--- config.mk ---
export PLATFORM = sky130hd
export DESIGN_NAME = g711_decode_upsample_filter
export DESIGN_NICKNAME = d
export VERILOG_FILES = /design/src/rtl/gdu_pkg.sv /design/src/rtl/gdu_decode.sv /design/src/rtl/gdu_filter.sv /design/src/rtl/g711_decode_upsample_filter.sv
export SDC_FILE = /design/constraint.sdc
export NUM_CORES = 2
export LEC_CHECK = 0
export BUFFER_PORTS_ARGS = -buffer_cell sky130_fd_sc_hd__buf_4
export CAP_MARGIN = 20
export CORE_MARGIN = 5
export CORE_UTILIZATION = 62
export CTS_CLUSTER_SIZE = 14
export DETAILED_ROUTE_END_ITERATION = 12
export PLACE_DENSITY = 0.86
export RECOVER_POWER = 25
export SYNTH_ARGS = -nofsm -noshare
export SYNTH_HDL_FRONTEND = slang
export SYNTH_SLANG_ARGS = --single-unit
--- constraint.sdc ---
create_clock -name clk -period 10 [get_ports clk]
set_input_delay 1 -clock clk [delete_from_list [all_inputs] [get_ports clk]]
set_output_delay 1 -clock clk [all_outputs]
set_load 0.005 [all_outputs]
--- src/rtl/gdu_pkg.sv ---
// ----------------------------------------------------------------------------
// gdu_pkg
// Shared types and constants for the G.711 decoder with 2x upsampling filter.
// ----------------------------------------------------------------------------
package gdu_pkg;

	// Linear PCM sample, two's complement
	typedef logic signed [15:0] sample_t;

	// G.711 code byte
	typedef logic [7:0] code_t;

	// Filter coefficient, unsigned fixed point
	typedef logic [15:0] coef_t;

	// Configuration register indexes
	localparam logic [1:0] REG_LAW_SELECT  = 2'd0;
	localparam logic [1:0] REG_RATE_MODE   = 2'd1;
	localparam logic [1:0] REG_FILTER_COEF = 2'd2;

	// Law codes
	localparam logic LAW_MU = 1'b0;
	localparam logic LAW_A  = 1'b1;

	// Rate codes
	localparam logic RATE_PASS   = 1'b0;
	localparam logic RATE_DOUBLE = 1'b1;

	// Reset value of the filter coefficient (one half at 15 fraction bits)
	localparam coef_t COEF_RESET = 16'd16384;

	// Control from the sequencer to the filter unit
	typedef struct packed {
		logic mul;          // register the product for the current target
		logic commit;       // fold the registered product into the accumulator
		logic zero_target;  // target is zero instead of twice the sample
	} filt_ctrl_t;

endpackage

--- src/rtl/gdu_decode.sv ---
// ----------------------------------------------------------------------------
// gdu_decode
// Expands one G.711 code byte to a 16-bit linear sample (mu-law or A-law).
// ----------------------------------------------------------------------------
module gdu_decode (
	input  gdu_pkg::code_t   code,
	input  logic             law,
	output gdu_pkg::sample_t sample
);

	// Segment base magnitudes for mu-law
	localparam logic [14:0] MU_BASE [8] = '{
		15'd0, 15'd132, 15'd396, 15'd924, 15'd1980, 15'd4092, 15'd8316, 15'd16764
	};
	localparam logic [7:0] A_TOGGLE = 8'h55;

	logic [7:0]  mu_u;
	logic [2:0]  mu_exp;
	logic [3:0]  mu_mant;
	logic [14:0] mu_mag;
	logic [7:0]  a_x;
	logic [2:0]  a_seg;
	logic [15:0] a_base;
	logic [15:0] a_mag;
	gdu_pkg::sample_t mu_sample;
	gdu_pkg::sample_t a_sample;

	// Mu-law: invert, then base of segment plus shifted mantissa
	always_comb begin
		mu_u      = ~code;
		mu_exp    = mu_u[6:4];
		mu_mant   = mu_u[3:0];
		mu_mag    = MU_BASE[mu_exp] + ({11'd0, mu_mant} << ({1'b0, mu_exp} + 4'd3));
		mu_sample = mu_u[7] ? -$signed({1'b0, mu_mag}) : $signed({1'b0, mu_mag});
	end

	// A-law: toggle even bits, then segment-scaled mantissa; set sign bit means positive
	always_comb begin
		a_x    = code ^ A_TOGGLE;
		a_seg  = a_x[6:4];
		a_base = {8'd0, a_x[3:0], 4'd0};
		if (a_seg == 3'd0) begin
			a_mag = a_base + 16'd8;
		end else begin
			a_mag = (a_base + 16'h0108) << (a_seg - 3'd1);
		end
		a_sample = a_x[7] ? $signed(a_mag) : -$signed(a_mag);
	end

	assign sample = (law == gdu_pkg::LAW_A) ? a_sample : mu_sample;

endmodule

--- src/rtl/gdu_filter.sv ---
// ----------------------------------------------------------------------------
// gdu_filter
// One-pole low-pass: acc += trunc((target - acc) * coef / 2^F), saturated.
// Each step has a multiply phase into a product register, then an accumulate phase.
// ----------------------------------------------------------------------------
module gdu_filter #(
	parameter int COEF_FRAC_BITS = 15
) (
	input  logic                clk,
	input  logic                arst_n,
	input  gdu_pkg::filt_ctrl_t ctrl,
	input  gdu_pkg::sample_t    sample,
	input  gdu_pkg::coef_t      coef,
	output gdu_pkg::sample_t    y
);

	localparam int F  = COEF_FRAC_BITS;
	localparam int TW = 17;                 // twice a 16-bit sample
	localparam int AW = 19 + F;             // accumulator
	localparam int DW = AW + 1;             // target minus accumulator
	localparam int PW = DW + 17;            // product with zero-extended coefficient
	localparam int QW = PW - F;             // scaled product
	localparam int SW = ((AW > QW) ? AW : QW) + 1;
	localparam int YW = AW - F;             // integer part of the accumulator

	localparam logic [PW-1:0] PROD_BIAS = {{(PW-F){1'b0}}, {F{1'b1}}};
	localparam logic [AW-1:0] ACC_BIAS  = {{(AW-F){1'b0}}, {F{1'b1}}};
	localparam logic signed [SW-1:0] ACC_MAX = {{(SW-AW+1){1'b0}}, {(AW-1){1'b1}}};
	localparam logic signed [SW-1:0] ACC_MIN = {{(SW-AW+1){1'b1}}, {(AW-1){1'b0}}};
	localparam logic signed [YW-1:0] Y_MAX = {{(YW-15){1'b0}}, {15{1'b1}}};
	localparam logic signed [YW-1:0] Y_MIN = {{(YW-15){1'b1}}, {15{1'b0}}};

	logic signed [TW-1:0] target;
	logic signed [AW-1:0] target_fx;
	logic signed [DW-1:0] diff;
	logic signed [16:0]   coef_s;
	logic signed [PW-1:0] prod;
	logic signed [PW-1:0] prod_q;
	logic signed [PW-1:0] prod_adj;
	logic signed [PW-1:0] prod_shr;
	logic signed [QW-1:0] quot;
	logic signed [SW-1:0] sum;
	logic signed [AW-1:0] acc_q;
	logic signed [AW-1:0] acc_next;
	logic signed [AW-1:0] acc_adj;
	logic signed [AW-1:0] acc_shr;
	logic signed [YW-1:0] y_wide;

	// Multiply stage: difference between the scaled target and the accumulator
	always_comb begin
		target    = ctrl.zero_target ? '0 : $signed({sample, 1'b0});
		target_fx = $signed({{(AW-TW-F){target[TW-1]}}, target, {F{1'b0}}});
		diff      = $signed({target_fx[AW-1], target_fx}) - $signed({acc_q[AW-1], acc_q});
		coef_s    = $signed({1'b0, coef});
		prod      = diff * coef_s;
	end

	// Hold the product for the accumulate stage
	always_ff @(posedge clk) begin
		if (ctrl.mul) begin
			prod_q <= prod;
		end
	end

	// Accumulate stage: scale toward zero, add, saturate
	always_comb begin
		prod_adj = prod_q + (prod_q[PW-1] ? $signed(PROD_BIAS) : $signed({PW{1'b0}}));
		prod_shr = prod_adj >>> F;
		quot     = prod_shr[QW-1:0];
		sum      = $signed({{(SW-AW){acc_q[AW-1]}}, acc_q})
		         + $signed({{(SW-QW){quot[QW-1]}}, quot});
		if (sum > ACC_MAX) begin
			acc_next = ACC_MAX[AW-1:0];
		end else if (sum < ACC_MIN) begin
			acc_next = ACC_MIN[AW-1:0];
		end else begin
			acc_next = sum[AW-1:0];
		end
	end

	// Output: integer part toward zero, saturated to 16 bits
	always_comb begin
		acc_adj  = acc_next + (acc_next[AW-1] ? $signed(ACC_BIAS) : $signed({AW{1'b0}}));
		acc_shr  = acc_adj >>> F;
		y_wide   = acc_shr[YW-1:0];
		if (y_wide > Y_MAX) begin
			y = 16'sh7FFF;
		end else if (y_wide < Y_MIN) begin
			y = -16'sh8000;
		end else begin
			y = y_wide[15:0];
		end
	end

	// Accumulator
	always_ff @(posedge clk or negedge arst_n) begin
		if (!arst_n) begin
			acc_q <= '0;
		end else if (ctrl.commit) begin
			acc_q <= acc_next;
		end
	end

endmodule

--- src/rtl/g711_decode_upsample_filter.sv ---
// ----------------------------------------------------------------------------
// g711_decode_upsample_filter
// G.711 mu-law / A-law decoder with optional 2x upsampling low-pass filter.
// ----------------------------------------------------------------------------
// Each accepted code byte is decoded into an input register. In pass-through
// mode it leaves as one sample and a byte can be taken every cycle while the
// output side does not stall. In double-rate mode the byte yields two filtered
// samples (tlast on the second), each through a multiply and then an accumulate
// phase of the single filter unit; an accumulate phase waits for a free output
// register. The output register lets the next byte be taken while a sample
// still waits on the master side. Configuration is expected to change only
// while the block is idle.
module g711_decode_upsample_filter #(
	parameter int COEF_FRAC_BITS = 15
) (
	input  logic        clk,
	input  logic        arst_n,
	// Input stream
	input  logic        s_tvalid,
	output logic        s_tready,
	input  logic [7:0]  s_tdata,    // [7:0] code_byte
	// Output stream
	output logic        m_tvalid,
	input  logic        m_tready,
	output logic [15:0] m_tdata,    // [15:0] pcm_sample (signed)
	output logic        m_tlast,    // last_of_item
	// Configuration
	input  logic        cfg_we,
	input  logic [1:0]  cfg_index,
	input  logic [15:0] cfg_wdata
);

	// Filter sequencer phases
	localparam logic [1:0] PH_MUL0 = 2'd0;
	localparam logic [1:0] PH_ADD0 = 2'd1;
	localparam logic [1:0] PH_MUL1 = 2'd2;
	localparam logic [1:0] PH_ADD1 = 2'd3;

	logic                  law_q;
	logic                  rate_q;
	gdu_pkg::coef_t        coef_q;

	gdu_pkg::sample_t      dec_sample;
	gdu_pkg::sample_t      sample_s1;
	logic                  valid_s1;
	logic [1:0]            ph_q;
	logic [1:0]            ph_next;

	gdu_pkg::filt_ctrl_t   fctrl;
	gdu_pkg::sample_t      filt_y;

	logic                  out_valid_q;
	gdu_pkg::sample_t      out_data_q;
	logic                  out_last_q;
	logic                  out_free;
	logic                  out_load;
	gdu_pkg::sample_t      out_data_d;
	logic                  out_last_d;
	logic                  item_done;
	logic                  in_xfer;

	// Configuration registers
	always_ff @(posedge clk or negedge arst_n) begin
		if (!arst_n) begin
			law_q  <= gdu_pkg::LAW_MU;
			rate_q <= gdu_pkg::RATE_PASS;
			coef_q <= gdu_pkg::COEF_RESET;
		end else if (cfg_we) begin
			case (cfg_index)
				gdu_pkg::REG_LAW_SELECT:  law_q  <= cfg_wdata[0];
				gdu_pkg::REG_RATE_MODE:   rate_q <= cfg_wdata[0];
				gdu_pkg::REG_FILTER_COEF: coef_q <= cfg_wdata;
				default: ;
			endcase
		end
	end

	// Decode ahead of the input register
	gdu_decode u_decode (
		.code   (s_tdata),
		.law    (law_q),
		.sample (dec_sample)
	);

	assign out_free = !out_valid_q || m_tready;
	assign s_tready = !valid_s1 || item_done;
	assign in_xfer  = s_tvalid && s_tready;

	// Sequence the filter and pick the next output
	always_comb begin
		fctrl      = '0;
		ph_next    = ph_q;
		item_done  = 1'b0;
		out_load   = 1'b0;
		out_data_d = sample_s1;
		out_last_d = 1'b1;
		if (valid_s1) begin
			if (rate_q == gdu_pkg::RATE_PASS) begin
				out_load  = out_free;
				item_done = out_free;
			end else begin
				case (ph_q)
					PH_MUL0: begin
						fctrl.mul = 1'b1;
						ph_next   = PH_ADD0;
					end
					PH_ADD0: begin
						if (out_free) begin
							fctrl.commit = 1'b1;
							out_load     = 1'b1;
							out_data_d   = filt_y;
							out_last_d   = 1'b0;
							ph_next      = PH_MUL1;
						end
					end
					PH_MUL1: begin
						fctrl.mul         = 1'b1;
						fctrl.zero_target = 1'b1;
						ph_next           = PH_ADD1;
					end
					PH_ADD1: begin
						if (out_free) begin
							fctrl.commit = 1'b1;
							out_load     = 1'b1;
							out_data_d   = filt_y;
							out_last_d   = 1'b1;
							item_done    = 1'b1;
							ph_next      = PH_MUL0;
						end
					end
					default: ph_next = PH_MUL0;
				endcase
			end
		end
	end

	// Low-pass filter unit
	gdu_filter #(
		.COEF_FRAC_BITS (COEF_FRAC_BITS)
	) u_filter (
		.clk    (clk),
		.arst_n (arst_n),
		.ctrl   (fctrl),
		.sample (sample_s1),
		.coef   (coef_q),
		.y      (filt_y)
	);

	// Input register control
	always_ff @(posedge clk or negedge arst_n) begin
		if (!arst_n) begin
			valid_s1 <= 1'b0;
			ph_q     <= PH_MUL0;
		end else begin
			ph_q <= ph_next;
			if (in_xfer) begin
				valid_s1 <= 1'b1;
			end else if (item_done) begin
				valid_s1 <= 1'b0;
			end
		end
	end

	// Input register payload
	always_ff @(posedge clk) begin
		if (in_xfer) begin
			sample_s1 <= dec_sample;
		end
	end

	// Output register control
	always_ff @(posedge clk or negedge arst_n) begin
		if (!arst_n) begin
			out_valid_q <= 1'b0;
		end else if (out_load) begin
			out_valid_q <= 1'b1;
		end else if (m_tready) begin
			out_valid_q <= 1'b0;
		end
	end

	// Output register payload
	always_ff @(posedge clk) begin
		if (out_load) begin
			out_data_q <= out_data_d;
			out_last_q <= out_last_d;
		end
	end

	assign m_tvalid = out_valid_q;
	assign m_tdata  = out_data_q;
	assign m_tlast  = out_last_q;

	// The filter sequencer only leaves its first phase while holding a byte
	a_phase_needs_item: assert property (@(posedge clk) disable iff (!arst_n)
		(ph_q != PH_MUL0) |-> valid_s1)
		else $error("filter sequence active without an input byte");

	// Pass-through mode never runs the filter sequence
	a_pass_idle_seq: assert property (@(posedge clk) disable iff (!arst_n)
		(rate_q == gdu_pkg::RATE_PASS) |-> (ph_q == PH_MUL0) && !fctrl.mul && !fctrl.commit)
		else $error("filter sequence active in pass-through mode");

	// A first-of-two sample only appears in double-rate mode
	a_first_only_double: assert property (@(posedge clk) disable iff (!arst_n)
		(out_valid_q && !out_last_q) |-> (rate_q == gdu_pkg::RATE_DOUBLE))
		else $error("non-final sample in pass-through mode");

	// The second filtered sample of a byte follows its multiply phase
	a_last_after_mul: assert property (@(posedge clk) disable iff (!arst_n)
		(fctrl.commit && ph_q == PH_ADD1) |-> $past(ph_q) == PH_MUL1 || $past(ph_q) == PH_ADD1)
		else $error("second filter commit without its multiply");

endmodule

==> metrics.md <==
| Metric | Value |
|---|---|
| Worst clock skew | `approximately 0.018 ns` |
| Outcome | `finished with violations` |
| Slowest CP cell | `fa_2` |
| Synth Net Count | `4321` |
| CP top delay family | `adder cells` |
| CP arrival | `about 9.7 ns` |
| Mapped Cells | `~3500` |
| GRT overflow | `0` |
| Placer Congestion | `~0.97` |
| Number of max-cap violations | `3` |
| Most frequent CP cell | `fa_1` |
| Type of origin of the critical path | `flip-flop` |
| Vias | `approximately 25000` |
| Die area | `between 0.05 and 0.06 mm^2` |
| Root Buffer | `clkbuf_16` |
| Initial core utilization | `62.5%` |
| Layout cells sized above 1 | `around 7.6%` |
| Final Routed Wirelength | `about 80000 um` |
| Synth Flop Type | `edfxtp_1` |
| Post-synth EDFFs | `between 80 and 90` |
| Skew-Pair Late Insertion Delay | `0.44 ns` |
| HPWL after DPL | `62700 um` |
| Drt initial violations | `between 1500 and 2000` |
| CTS tree | `done` |
| Longest Clk Path Bufs | `2` |
| Sequential share of the synthesized area | `roughly an eighth` |
| Critical path type | `flip-flop to flip-flop` |
| Tot GR Track Use | `between 20% and 30%` |
| Final min period | `9.49 ns` |
| Fin util | `roughly 66%` |
| Slew Limit Fails | `~150` |
| Leading area contributor after synthesis | `fa_1` |
| Port Buffers | `between 40 and 50` |
| CP Data Required Time | `just over 10 ns` |
| Count of state elements after synthesis | `about 140` |
| Area Growth Syn to Fin | `6.23%` |
| Min-Delay Path Class | `flip-flop to flip-flop` |
| Synth async-reset ratio | `around two fifths` |
| Clock-pin slew on the worst setup and hold paths | `around 0.070 ns` |
| Antenna violations before repair | `5` |
| Least-Margin Pin Slew | `around 3.6 ns` |
| CP Buf/Inv Count | `5` |
| Worst hold slack | `0.524 ns` |
| Slowest stage delay, CP | `about 0.65 ns` |
| Synth Cell Area | `about 0.031 mm^2` |
| Largest net degree at the start of global routing | `just under 90` |
| Top cells by area, synth | `fa_1 (34%), ha_1 (9.4%), edfxtp_1 (8.2%), inv_1 (7.8%), nand2_1 (6.1%)` |
| Max FO, Critical Path | `8` |
| I/O pins | `50` |
| Vias per cell | `approximately 5.9` |
| Htree depth | `4` |
| Core ar. | `roughly 0.050 mm^2` |
| Slew HR | `-137%` |
| First-pass GRT wire length | `between 100000 and 150000 um` |
| Die width | `approximately 230 um` |
| Final WS setup | `0.512 ns` |
| Final setup fails | `0` |
| Residual DRC | `0` |
| First-pass detailed-route iteration total | `6` |
| Failing checks | `max-capacitance violations, max-slew violations` |
| Nets | `around 4300` |
| CP endpoint kind | `flip-flop` |
| Max frequency | `roughly 110 MHz` |
| Antenna-violating nets left | `0` |
| Avg Inst Size Synth | `roughly 9 um^2` |
| DR WL/cell | `~19 um` |
| Post-synth top area share | `34.2%` |
| Clock tree sinks | `141` |
| YS warnings | `0` |
| Final hold violation count | `0` |
| Pre-CTS setup slack | `-0.0749 ns` |
| Die Height | `234 um` |
| Num rows | `approximately 80` |
| Number of global-route vias before repair | `approximately 26000` |
| Hold-fix buffers, CTS | `0` |
| Num CTS Buffers | `17` |
| Tcrit/Tclk final | `about 95%` |
| Yosys cell types | `between 90 and 100` |
worst paths after layout:
check                           from                   to  slack (ns)  cells past startpoint
setup / recovery             ph_q[0]  u_filter.prod_q[50]        0.51                     37
hold / removal             coef_q[4]            coef_q[4]        0.52                      1
setup reg to reg             ph_q[0]  u_filter.prod_q[50]        0.51                     37
hold reg to reg            coef_q[4]            coef_q[4]        0.52                      1
max in group asynchronous     arst_n            coef_q[5]        6.21                      1
min in group asynchronous     arst_n             m_tvalid        1.76                      1
sequential cells by signal (all words and copies together), names as in the netlist:
signal and cells:
u_filter.acc_q 34, ph_q 2, rate_q 1, law_q 1, u_filter.prod_q 52, coef_q 16, sample_s1 16, m_tvalid 1
m_tlast 1, valid_s1 1, m_tdata 16
logic make-up after synthesis:
kind of cell	after synthesis	synth area share [%]
compound gates	493	10.5
fa+ha+maj	768	43.6
simple gates	1092	16.7
xor+xnor	182	5.13
buf+inv	797	9.69
mux	49	1.71
flops	141	12.7
cell usage after synthesis, types with 8 or more instances:
master    instances
and2_1          233
o21a_1           11
o21ai_1          12
nand2b_1         29
o22ai_1          13
ha_1            235
o21bai_1         20
xnor2_1         122
dfrtp_1          55
xor2_1           59
or2_2             9
nand3_1          40
mux2i_1          14
o31ai_1          11
o21ai_0          95
and3_1           17
o311ai_2          9
nor2_1          134
nand4_1          23
a31oi_1          21
mux2_2           35
nand2_1         508
clkbuf_1        130
a21o_1           55
a21boi_0          8
a21oi_1         146
or3_1            10
fa_1            533
edfxtp_1         85
nor3_1           34
a211oi_1         14
inv_1           650
nor2b_1          23
placed cells by master, fill, tap and decap left out, drive strengths merged, types with 9 or more instances in the layout:
cell    count
inv       653
fa        533
nand2     508
ha        235
and2      234
a21oi     150
nor2      135
buf       126
xnor2     123
o21ai     110
edfxtp     85
xor2       59
a21o       55
dfrtp      55
nand3      40
nor3       36
mux2       35
nand2b     29
nand4      24
nor2b      23
clkbuf     23
a31oi      22
o21bai     20
and3       18
a211oi     15
o311ai     15
o22ai      14
mux2i      14
o31ai      12
o21a       11
or3        10
or2        10
a21boi      9
nor4        9
final cells by class:
cell class                      instances  area (um^2)
Sequential cell                       141         3960
Timing Repair Buffer                  131          985
Inverter                              651         2450
Fill cell                            3812        16800
Tap cell                              672          841
Antenna cell                            1         2.50
Multi-Input combinational cell       2584        24400
Clock buffer                           18          429
Clock inverter                         14          113
through the flow:
step | instance area, um^2 | instances | setup TNS [ns]
2_1_floorplan | 31200 | 3522 | 0
3_3_place_gp | 32400 | 4164 | 0
3_5_place_dp | 32400 | 4164 | -0.0749
4_1_cts | 32900 | 4196 | 0
5_1_grt | 33200 | 4211 | -0.0804
6_report | 33200 | 4212 | 0
repair_timing:
item                                    CTS  global route
resized for setup                         3            22
endpoints found under the setup margin   16            25
pin swaps                                 0             2
buffers inserted                          0            13
per-layer routing:
metal	GRT usage [%]	wire [um]
met5	0	13
met4	13.4	4210
met3	4.53	5390
met2	50.9	38600
met1	36.1	29900
Power is not shown: default switching activity piles up to over one toggle a cycle in this logic, so the estimate is an artifact.
